### config.mk
export PLATFORM = sky130hd
export DESIGN_NAME = wccm_queue
export DESIGN_NICKNAME = d
export VERILOG_FILES = /design/src/hdl/assert_macros.svh /design/src/hdl/wccm_pkg.sv /design/src/hdl/wccm_queue.sv
export SDC_FILE = /design/constraint.sdc
export NUM_CORES = 1
export LEC_CHECK = 0
export ABC_AREA = 1
export BUFFER_PORTS_ARGS = -buffer_cell sky130_fd_sc_hd__buf_2
export CAP_MARGIN = 20
export CORE_MARGIN = 10
export CORE_UTILIZATION = 50
export DETAILED_ROUTE_END_ITERATION = 10
export PLACE_DENSITY = 0.82
export SETUP_SLACK_MARGIN = 0.4
export SLEW_MARGIN = 10
export SYNTH_ARGS = -nofsm -noshare
export SYNTH_HDL_FRONTEND = slang
export SYNTH_SLANG_ARGS = --single-unit
### constraint.sdc
create_clock -name clk_i -period 1.6 [get_ports clk_i]
set_input_delay 0.24 -clock clk_i [delete_from_list [all_inputs] [get_ports clk_i]]
set_output_delay 0.24 -clock clk_i [all_outputs]
set_load 0.01 [all_outputs]
### src/hdl/assert_macros.svh
// ----------------------------------------------------------------------------
// Assertion macros
// Shared concurrent assertion forms for the word clock mask block.
// ----------------------------------------------------------------------------
`ifndef ASSERT_MACROS_SVH
`define ASSERT_MACROS_SVH

// The consequent must hold in the same cycle as the antecedent.
`define ASSERT_SAME(lbl, clk, rstn, ante, cons, msg) \
  lbl: assert property (@(posedge clk) disable iff (!(rstn)) (ante) |-> (cons)) \
    else $error(msg);

// The consequent must hold in the cycle after the antecedent.
`define ASSERT_NEXT(lbl, clk, rstn, ante, cons, msg) \
  lbl: assert property (@(posedge clk) disable iff (!(rstn)) (ante) |=> (cons)) \
    else $error(msg);

`endif

### src/hdl/wccm_pkg.sv
// ----------------------------------------------------------------------------
// Word clock mask package
// Field widths, word positions and the classified item shared by all parts.
// ----------------------------------------------------------------------------
package wccm_pkg;

  localparam int HOUR_W     = 5;
  localparam int MINUTE_W   = 6;
  localparam int ROW_IDX_W  = 4;
  localparam int ROW_BITS_W = 11;
  localparam int MAX_COLS   = 16;

  localparam int HOURS_PER_CYCLE = 12;
  localparam logic [MINUTE_W-1:0] MINUTE_MAX = 6'd59;
  // Multiplying by 13 and shifting by 6 divides a clamped minute by five.
  localparam logic [3:0] SLOT_RECIP = 4'd13;
  localparam int SLOT_SHIFT = 6;
  localparam logic [2:0] MINUTES_PER_SLOT = 3'd5;
  localparam logic [3:0] SLOT_HALF = 4'd5;
  localparam logic [3:0] HOUR_EIN = 4'd12;

  localparam int QUEUE_DEPTH = 2;

  typedef struct packed {
    logic [3:0] col;
    logic [3:0] row;
    logic [2:0] len;
  } clock_word_t;

  typedef struct packed {
    logic [3:0] slot;
    logic [2:0] extra;
    logic [3:0] hour_word;
    logic       full;
  } wccm_item_t;

  localparam clock_word_t W_ES      = '{4'd0,  4'd0, 3'd2};
  localparam clock_word_t W_IST     = '{4'd3,  4'd0, 3'd3};
  localparam clock_word_t W_FUENF   = '{4'd7,  4'd0, 3'd4};
  localparam clock_word_t W_ZEHN    = '{4'd0,  4'd1, 3'd4};
  localparam clock_word_t W_TWENTY  = '{4'd4,  4'd1, 3'd7};
  localparam clock_word_t W_QUARTER = '{4'd4,  4'd2, 3'd7};
  localparam clock_word_t W_VOR     = '{4'd0,  4'd3, 3'd3};
  localparam clock_word_t W_NACH    = '{4'd7,  4'd3, 3'd4};
  localparam clock_word_t W_HALB    = '{4'd0,  4'd4, 3'd4};
  localparam clock_word_t W_UHR     = '{4'd4,  4'd9, 3'd3};
  localparam clock_word_t W_DOT1    = '{4'd7,  4'd9, 3'd1};
  localparam clock_word_t W_DOT2    = '{4'd8,  4'd9, 3'd1};
  localparam clock_word_t W_DOT3    = '{4'd9,  4'd9, 3'd1};
  localparam clock_word_t W_DOT4    = '{4'd10, 4'd9, 3'd1};
  localparam clock_word_t W_EIN     = '{4'd0,  4'd9, 3'd3};

  localparam clock_word_t HOUR_POS [HOURS_PER_CYCLE] = '{
    '{4'd5, 4'd8, 3'd5}, '{4'd0, 4'd9, 3'd4}, '{4'd7, 4'd7, 3'd4},
    '{4'd0, 4'd5, 3'd4}, '{4'd7, 4'd5, 3'd4}, '{4'd7, 4'd4, 3'd4},
    '{4'd0, 4'd6, 3'd5}, '{4'd5, 4'd6, 3'd6}, '{4'd1, 4'd8, 3'd4},
    '{4'd3, 4'd7, 3'd4}, '{4'd0, 4'd7, 3'd4}, '{4'd5, 4'd4, 3'd3}
  };

  // Pixels that a word lights in the given row.
  function automatic logic [MAX_COLS-1:0] word_row_bits(clock_word_t w, logic [3:0] row);
    logic [MAX_COLS-1:0] ones;
    ones = (MAX_COLS'(1) << w.len) - MAX_COLS'(1);
    return (w.row == row) ? (ones << w.col) : '0;
  endfunction

endpackage

### src/hdl/wccm_queue.sv
// ----------------------------------------------------------------------------
// Word clock mask queue
// Short queue of classified items between the front and back ends.
// ----------------------------------------------------------------------------
module wccm_queue import wccm_pkg::*; (
  input  logic       clk_i,
  input  logic       rst_ni,
  input  logic       push_valid_i,
  input  wccm_item_t push_item_i,
  output logic       push_ready_o,
  output logic       pop_valid_o,
  output wccm_item_t pop_item_o,
  input  logic       pop_ready_i
);

  localparam int AW  = $clog2(QUEUE_DEPTH);
  localparam int CNT_W = $clog2(QUEUE_DEPTH + 1);

  wccm_item_t       data_q [QUEUE_DEPTH];
  logic [AW-1:0]    wr_ptr_q, wr_ptr_d;
  logic [AW-1:0]    rd_ptr_q, rd_ptr_d;
  logic [CNT_W-1:0] count_q, count_d;
  logic             push, pop;

  assign push_ready_o = (count_q != CNT_W'(QUEUE_DEPTH));
  assign pop_valid_o  = (count_q != '0);
  assign pop_item_o   = data_q[rd_ptr_q];
  assign push = push_valid_i && push_ready_o;
  assign pop  = pop_valid_o && pop_ready_i;

  always_comb begin
    wr_ptr_d = push ? wr_ptr_q + AW'(1) : wr_ptr_q;
    rd_ptr_d = pop ? rd_ptr_q + AW'(1) : rd_ptr_q;
    count_d  = count_q + (push ? CNT_W'(1) : '0) - (pop ? CNT_W'(1) : '0);
  end

  always_ff @(posedge clk_i or negedge rst_ni) begin
    if (!rst_ni) begin
      wr_ptr_q <= '0;
      rd_ptr_q <= '0;
      count_q  <= '0;
    end else begin
      wr_ptr_q <= wr_ptr_d;
      rd_ptr_q <= rd_ptr_d;
      count_q  <= count_d;
    end
  end

  always_ff @(posedge clk_i) begin
    if (push) begin
      data_q[wr_ptr_q] <= push_item_i;
    end
  end

endmodule

==> flow_metrics.env, run 1 <==
export IMPL_status="finished clean"
export IMPL_final_cell_mix="nand2_1 (31), buf_2 (28), edfxtp_1 (24)"
export IMPL_arrival_ns=1.56
export IMPL_syn_inst=94
export IMPL_tritoncts="yes"
export IMPL_insertion_delay_ns=0.34
export IMPL_multi_input_area_um2=340
export IMPL_critPathCapture="data_q[1][10]$_DFFE_PP_"
export IMPL_holdCritPathClass="input pin to flip-flop"
export IMPL_routed_wl_um=2640
export IMPL_grt_max_degree=17
export IMPL_crit_chain="inv_2 -> nand2_4 -> nand2_4 -> buf_4 -> buf_6 -> nor2_4 -> buf_6"
export IMPL_crit_path_start_kind="flip-flop"
export IMPL_grt_overflow=0
export IMPL_dp_hpwl_um=1580
export IMPL_drt_pass1_iterations=5
export IMPL_drt_iter0_drc=31
export IMPL_ff2ff_path_depth=7
export IMPL_max_freq_mhz=674
export IMPL_start_util_pct=51.3
export IMPL_dr_total_vias=832
export IMPL_cts_root_buf="clkbuf_4"
export IMPL_wl_per_cell_um=15.5
export IMPL_cpPeakStageDelay_ns=0.47
export IMPL_cts_buffers=3
export IMPL_diodes=0
export IMPL_nets=160
export IMPL_ff_latch_area_um2=825
export IMPL_sequentialPowerShare_pct=39.1
export IMPL_synth_nets=111
export IMPL_end_kind="flip-flop"
export IMPL_grt_pass1_vias=798
export IMPL_yosysUniqueCellTypes=15
export IMPL_worstSetupPathDepth=7
export IMPL_critPathKind="flip-flop to flip-flop"
export IMPL_synth_avg_cell_area_um2=11.8
export IMPL_grt_pass1_wl_um=3590
export IMPL_ir_drop_v=0.00111
export IMPL_drcViolationCount=0
export IMPL_place_inst=150
export IMPL_fillers=152
export IMPL_crit_reg2reg_launch="count_q[0]$_DFF_PN0_"
export IMPL_crit_fanout=7
export IMPL_finalCritPeriodShare_pct=92.7
export IMPL_power_switching_share_pct=36.6
export IMPL_core_area_um2=2170
export IMPL_cp_buffers_inverters=4
export IMPL_row_count=17
export IMPL_clockBufferDepth=2
export IMPL_final_area_um2=1610
export IMPL_layout_commonest_cell="nand2_1"
export IMPL_die_area_um2=4510
export IMPL_finalSetupTns_ns=0
export IMPL_area_delta_synth_final_pct=44.5
export IMPL_setup_violations_final=0
export IMPL_crit_slowest_cell="dfrtp_2"
export IMPL_r2r_slack_ns=0.12
export IMPL_fp_dieW_um=67.2
export IMPL_p_sw_w=0.00109
export IMPL_ys_warn_count=0
export IMPL_routed_via_density=4.89
export IMPL_grt_util_all_layers_pct=10.8
export IMPL_gp_congestion=0.688
export IMPL_synth_yosys_seq_area_share_pct=73.8
export IMPL_h_tree_depth=1
export IMPL_drv_cap=0
export IMPL_hold_viol_final=0
export IMPL_fin_crit_ns=1.48
export IMPL_port_buffers=29
export IMPL_p_int_w=0.00189
export IMPL_antenna_found_initial=0
export IMPL_io_pins=30
export IMPL_drive_gt1_share_pct=53.5
export IMPL_clock_skew_ns=0.00266
export IMPL_die_h_um=67.2
export IMPL_finalMaxSlewViolations=0
export IMPL_clock_sinks=28
export IMPL_clkPwrFrac_pct=15.4
export IMPL_crit_start="count_q[0]$_DFF_PN0_"
export IMPL_netlist_area_um2=1110
export IMPL_antenna_left=0
export IMPL_layoutNonFillerInstCount=170
export IMPL_cp_required_ns=1.67
export IMPL_rsz0062_at_grt="yes"
export IMPL_ys_seq_elements=28
export IMPL_p_comb_share_pct=45.5
export IMPL_rr_endpoint="data_q[1][10]$_DFFE_PP_"
export IMPL_max_slew_margin_pct=87.6
export IMPL_post_dp_cell_area_um2=1310
export IMPL_p_leak_nw=0.723
export IMPL_power_density_nw_per_um2=1850
export IMPL_worstMarginPinSlew_ns=0.185
export IMPL_cts_clk_slew_worst_paths_ns=0.14
export IMPL_critPathTopFamily="flip-flops"
-- layout make-up --
cell class | instances | area share [%]
multi-input cells | 56 | 21.2
flip-flops and latches | 28 | 51.3
clock inverters | 1 | 1.87
inverters | 8 | 2.18
repair buffers | 46 | 19.9
well taps | 28 | 2.18
clock buffers | 3 | 1.40
-- cells by family after synthesis --
| kind of cell | share of synthesized area (%) |
|---|---|
| simple gates | 19.8 |
| flops | 73.8 |
| buf+inv | 3.60 |
| compound gates | 0.899 |
| xor+xnor | 0.788 |
| fa+ha+maj | 1.12 |
-- registers in the layout, indices dropped and copies added (netlist names) --
signal / count
wr_ptr_q: 1
count_q: 2
rd_ptr_q: 1
data_q: 24
-- per-layer routing --
metal / routed length, µm / track usage, % / vias up
met5: 0 / 0 / -
met4: 81 / 8.21 / 0
met3: 165 / 3.64 / 8
met2: 1490 / 18.5 / 25
met1: 902 / 10.5 / 401
li1: - / - / 398
-- metrics by stage --
step | power (W) | utilization, % | hold WS (ns) | setup WS (ns)
after global routing | 0.00316 | 74.1 | 0.0541 | 0.0712
after detailed placement | 0.00205 | 60.1 | 0.0516 | 0.173
after floorplan | 0.00170 | - | -0.0556 | 0.288
final | 0.00298 | 74.1 | 0.0796 | 0.117
after global placement | 0.00200 | 60.1 | 0.0501 | 0.258
after CTS | 0.00271 | 68.4 | 0.0788 | 0.153
-- worst min-delay path by stage --
stage	to	start	slack, ns	cells after the start
floorplan	count_q[0]$_DFF_PN0_	rst_ni	-0.06	0
global placement	count_q[0]$_DFF_PN0_	rst_ni	0.05	1
detailed placement	count_q[1]$_DFF_PN0_	rst_ni	0.05	1
CTS	data_q[1][0]$_DFFE_PP_	push_item_i[0]	0.08	1
global route	data_q[0][9]$_DFFE_PP_	push_item_i[9]	0.05	1
finish	data_q[0][7]$_DFFE_PP_	push_item_i[7]	0.08	1
-- cells in the mapped netlist, drive strengths merged --
master / count / area, µm²
nand2: 45 / 184
xor2: 1 / 8.76
a21oi: 1 / 5.00
o21ai: 1 / 5.00
edfxtp: 24 / 721
buf: 2 / 10.0
nor2: 5 / 26.3
ha: 1 / 12.5
nand3: 2 / 10.0
inv: 8 / 30.0
dfrtp: 4 / 100
-- power groups by stage --
stage	registers [W]	logic [W]	clock network, W
finish	0.00117	0.00135	0.000459
global route	0.00118	0.00147	0.000501
detailed placement	0.00111	0.000935	0
floorplan	0.00110	0.000603	0
global placement	0.00110	0.000904	0
CTS	0.00110	0.00114	0.000460
-- repair_timing --
item | in CTS | in global routing
cloned | 0 | 1
pin swaps | 4 | 9
endpoints found under the hold margin | 4 | 0
buffers inserted | 10 | 4
hold buffers | 1 | 0
endpoints found under the setup margin | 41 | 41
gates resized for setup | 8 | 28
(Power assumes the default switching activity.)
==> run 2: changes to the inputs <==
==> constraint.sdc (replaced) <==
create_clock -name clk_i -period 1.4 [get_ports clk_i]
set_input_delay 0.21 -clock clk_i [delete_from_list [all_inputs] [get_ports clk_i]]
set_output_delay 0.21 -clock clk_i [all_outputs]
set_load 0.01 [all_outputs]
==> flow_metrics.env, run 2 (same netlist as run 1, synthesis figures left out) <==
export IMPL_grt_pass1_vias=816
export IMPL_p_leak_nw=0.712
export IMPL_routed_via_density=4.85
export IMPL_crit_fanout=6
export IMPL_fin_crit_ns=1.41
export IMPL_drt_iter0_drc=27
export IMPL_route_met2_wl_um=1230
export IMPL_gp_congestion=0.695
export IMPL_max_freq_mhz=710
export IMPL_power_density_nw_per_um2=2090
export IMPL_fillers=152
export IMPL_power_w=0.00331
export IMPL_final_cell_mix="nand2_1 (34), buf_2 (25), edfxtp_1 (24)"
export IMPL_holdCritPathClass="input pin to flip-flop"
export IMPL_fp_dieW_um=67.2
export IMPL_critPathKind="flip-flop to output pin"
export IMPL_antenna_found_initial=0
export IMPL_post_dp_cell_area_um2=1320
export IMPL_grt_max_degree=16
export IMPL_ir_drop_v=0.00121
export IMPL_met3_length_um=225
export IMPL_layout_commonest_cell="nand2_1"
export IMPL_antenna_left=0
export IMPL_largestRegisters="data_q: 24 flops, count_q: 2 flops"
export IMPL_row_count=17
export IMPL_dr_total_vias=815
export IMPL_cts_clk_slew_worst_paths_ns=0.14
export IMPL_largest_reg_flops=24
export IMPL_dp_hpwl_um=1520
export IMPL_final_util_pct=73.0
export IMPL_h_tree_depth=1
export IMPL_max_slew_margin_pct=84.7
export IMPL_routed_wl_um=2360
export IMPL_finalMaxSlewViolations=0
export IMPL_drt_pass1_iterations=4
export IMPL_start_util_pct=51.3
export IMPL_ff_latch_area_um2=825
export IMPL_grt_util_all_layers_pct=10.6
export IMPL_final_area_um2=1580
export IMPL_crit_reg2reg_launch="count_q[0]$_DFF_PN0_"
export IMPL_diodes=0
export IMPL_clock_skew_ns=0.00927
export IMPL_cts_root_buf="clkbuf_4"
export IMPL_ff2ff_path_depth=6
export IMPL_die_h_um=67.2
export IMPL_drt_met1_wl_um=847
export IMPL_cts_buffers=3
export IMPL_min_path_cells=1
export IMPL_status="finished, violations left"
export IMPL_pre_cts_slack_ns=-0.000417
export IMPL_die_area_um2=4510
export IMPL_violations="negative setup slack"
export IMPL_insertion_delay_ns=0.33
export IMPL_cp_required_ns=1.19
export IMPL_multi_input_area_um2=320
export IMPL_setup_violations_final=2
export IMPL_arrival_ns=1.20
export IMPL_top_layer_used="met4"
export IMPL_wl_per_cell_um=14.1
export IMPL_crit_path_start_kind="flip-flop"
export IMPL_crit_start="rd_ptr_q$_DFFE_PN0P_"
export IMPL_clock_sinks=28
export IMPL_hold_viol_final=0
export IMPL_fin_ws_ns=-0.00848
export IMPL_area_delta_synth_final_pct=42.4
export IMPL_drcViolationCount=0
export IMPL_tritoncts="yes"
export IMPL_port_buffers=29
export IMPL_clockBufferDepth=2
export IMPL_finalCritPeriodShare_pct=101
export IMPL_worstMarginPinSlew_ns=0.229
export IMPL_grt_overflow=0
export IMPL_end_kind="output pin"
export IMPL_hold_start="push_item_i[3]"
export IMPL_grt_pass1_wl_um=3550
export IMPL_largest_register="data_q"
export IMPL_drv_cap=0
export IMPL_rsz0062_at_grt="yes"
export IMPL_core_area_um2=2170
export IMPL_io_pins=30
export IMPL_drive_gt1_share_pct=51.4
export IMPL_nets=158
run 2: final timing paths:
kind,end,slack [ns]
setup / recovery,pop_item_o[10],-0.008
hold / removal,data_q[1][3]$_DFFE_PP_,0.06
setup reg to reg,data_q[1][10]$_DFFE_PP_,0.04
hold reg to reg,wr_ptr_q$_DFFE_PN0P_,0.68
max in group asynchronous,rd_ptr_q$_DFFE_PN0P_,1.08
min in group asynchronous,count_q[0]$_DFF_PN0_,0.19
run 2: power breakdown:
| part | switching, W | total, W | internal (W) |
|---|---|---|---|
| combinational | 0.000838 | 0.00162 | 0.000778 |
| clock | 0.000224 | 0.000384 | 0.000159 |
| sequential | 0.000152 | 0.00131 | 0.00116 |
run 2: per-layer routing:
metal  vias to the layer above  global-route usage, %
met4                         0                   6.41
met2                        29                   19.1
met3                         7                   3.31
met5                         -                      0
li1                        395                      -
met1                       384                   10.3
run 2: layout make-up:
cell class	instances	share of cell area, %
Timing Repair Buffer	44	21.0
Inverter	8	2.21
Tap cell	28	2.21
Sequential cell	28	52.1
Multi-Input combinational cell	56	20.2
Clock buffer	4	2.29
run 2: timing repair:
| action | CTS | global route |
|---|---|---|
| gates cloned | 0 | 1 |
| endpoints found under the setup margin | 42 | 42 |
| hold buffers | 1 | 0 |
| gates resized for setup | 14 | 20 |
| pin swaps | 6 | 10 |
| endpoints found under the hold margin | 4 | 0 |
| setup buffers | 7 | 3 |
run 2: stage by stage:
stage	setup TNS, ns	hold WS, ns	std cells
after floorplan	0	-0.0856	94
after global placement	0	0.0193	152
after detailed placement	-0.000417	0.0192	152
after CTS	-0.0101	0.0575	164
after global routing	-0.654	0.0443	168
final	-0.0152	0.0573	168
run 2: critical path, cell delays in order (launching register included):
cell and delay, ns:
dfrtp_2 0.47, buf_6 0.15, nand2_1 0.06, nand2_1 0.06
buf_2 0.14
==> run 3: changes to the inputs <==
--- a/config.mk
+++ b/config.mk
@@ -13,6 +13,7 @@
 export DETAILED_ROUTE_END_ITERATION = 10
 export PLACE_DENSITY = 0.82
 export SETUP_SLACK_MARGIN = 0.4
+export SKIP_LAST_GASP = 1
 export SLEW_MARGIN = 10
 export SYNTH_ARGS = -nofsm -noshare
 export SYNTH_HDL_FRONTEND = slang
==> flow_metrics.env, run 3 (same netlist as run 1, synthesis figures left out) <==
export IMPL_status="finished, violations left"
export IMPL_violations="negative setup slack"
export IMPL_antenna_left=0
export IMPL_core_area_um2=2170
export IMPL_io_pins=30
export IMPL_finalMaxSlewViolations=0
export IMPL_rr_endpoint="data_q[1][4]$_DFFE_PP_"
export IMPL_max_freq_mhz=708
export IMPL_clock_skew_ns=0.00992
export IMPL_place_inst=152
export IMPL_cp_required_ns=1.19
export IMPL_rsz0062_at_grt="yes"
export IMPL_dr_total_vias=800
export IMPL_drcViolationCount=0
export IMPL_grt_overflow=0
export IMPL_arrival_ns=1.20
export IMPL_critPathKind="flip-flop to output pin"
export IMPL_r2r_slack_ns=0.01
export IMPL_finalCritPeriodShare_pct=101
export IMPL_crit_fanout=6
export IMPL_drive_gt1_share_pct=55.5
export IMPL_holdCritPathClass="input pin to flip-flop"
export IMPL_max_slew_margin_pct=87.4
export IMPL_start_util_pct=51.3
export IMPL_fillers=153
export IMPL_insertion_delay_ns=0.33
export IMPL_holdWs_ns=0.0555
export IMPL_port_buffers=29
export IMPL_crit_path_start_kind="flip-flop"
export IMPL_nets=155
export IMPL_ir_drop_v=0.00123
export IMPL_wl_per_cell_um=14.2
export IMPL_drt_pass1_iterations=4
export IMPL_drt_iter0_drc=23
export IMPL_hold_viol_final=0
export IMPL_grt_max_degree=16
export IMPL_setup_violations_final=3
export IMPL_cts_root_buf="clkbuf_4"
export IMPL_cts_clk_slew_worst_paths_ns=0.14
export IMPL_cts_buffers=3
export IMPL_dp_hpwl_um=1520
export IMPL_tritoncts="yes"
export IMPL_drv_cap=0
export IMPL_critPathCapture="pop_item_o[0]"
export IMPL_largestRegisters="data_q: 24 flops, count_q: 2 flops"
export IMPL_grt_util_all_layers_pct=10.2
export IMPL_grt_pass1_vias=822
export IMPL_pre_cts_slack_ns=-0.000417
export IMPL_crit_reg2reg_launch="count_q[0]$_DFF_PN0_"
export IMPL_gp_congestion=0.695
export IMPL_fin_crit_ns=1.41
export IMPL_p_leak_nw=0.701
export IMPL_fin_ws_ns=-0.0131
export IMPL_largest_reg_flops=24
export IMPL_layoutNonFillerInstCount=165
export IMPL_layout_commonest_cell="nand2_1"
export IMPL_antenna_found_initial=0
export IMPL_worstMarginPinSlew_ns=0.189
export IMPL_die_h_um=67.2
export IMPL_grt_pass1_wl_um=3460
export IMPL_crit_start="rd_ptr_q$_DFFE_PN0P_"
export IMPL_largest_register="data_q"
export IMPL_routed_wl_um=2350
export IMPL_area_delta_synth_final_pct=42.4
export IMPL_finalSetupTns_ns=-0.0197
export IMPL_ff2ff_path_depth=6
export IMPL_final_cell_mix="nand2_1 (27), buf_2 (25), edfxtp_1 (24)"
export IMPL_fp_dieW_um=67.2
export IMPL_row_count=17
export IMPL_die_area_um2=4510
export IMPL_end_kind="output pin"
export IMPL_power_density_nw_per_um2=2080
export IMPL_clockBufferDepth=2
export IMPL_routed_via_density=4.85
export IMPL_clock_sinks=28
export IMPL_diodes=0
export IMPL_h_tree_depth=1
-- run 3: cell count changes in the layout (fill, tap and decap cells not counted), sizes merged --
cell  previous run  this run
buf             43        40
-- run 3: where the power goes --
part           switching, W  internal [W]
Combinational      0.000835      0.000736
Clock              0.000226      0.000160
Sequential         0.000170       0.00116
Total               0.00123       0.00206
-- run 3: worst min path at each step --
stage	startpoint	to	depth (start not counted)
after floorplan	rst_ni	count_q[0]$_DFF_PN0_	0
after global placement	rst_ni	count_q[0]$_DFF_PN0_	1
after detailed placement	rst_ni	count_q[0]$_DFF_PN0_	1
after CTS	push_item_i[3]	data_q[0][3]$_DFFE_PP_	1
after global routing	push_item_i[8]	data_q[0][8]$_DFFE_PP_	1
final	push_item_i[7]	data_q[0][7]$_DFFE_PP_	1
-- run 3: final cells by class --
class                      instances  area [µm²]  area share (%)
inverter                           8        35.0            2.21
sequential                        28         825            52.1
tap                               28        35.0            2.21
clock buffer                       4        36.3            2.29
multi-input combinational         56         350            22.1
timing repair buffer              41         303            19.1
-- run 3: metrics by stage --
step	power, W	instance area (µm²)	utilization [%]
after detailed placement	0.00236	1320	60.8
final	0.00329	1580	73.0
after global routing	0.00351	1580	73.0
after CTS	0.00299	1480	68.0
after global placement	0.00231	1320	60.8
after floorplan	0.00194	1130	-
-- run 3: worst max-delay path, stage by stage, from the launching register on --
cell,delay [ns]
dfrtp_2,0.47
buf_6,0.16
nand2_2,0.05
nand2_1,0.05
buf_2,0.14
-- run 3: what timing repair did --
item                                    4_1_cts  5_1_grt
gates cloned                                  0        1
endpoints found under the hold margin         4        0
setup buffers                                 7        0
endpoints found under the setup margin       42       42
gates resized for setup                       8       32
pin swaps                                     4        7
hold buffers                                  1        0
-- run 3: layer usage --
| metal | track usage (%) | wire, µm |
|---|---|---|
| met1 | 9.99 | 859 |
| met2 | 18.2 | 1210 |
| met3 | 3.31 | 213 |
| met4 | 6.67 | 61 |
| met5 | 0 | 0 |
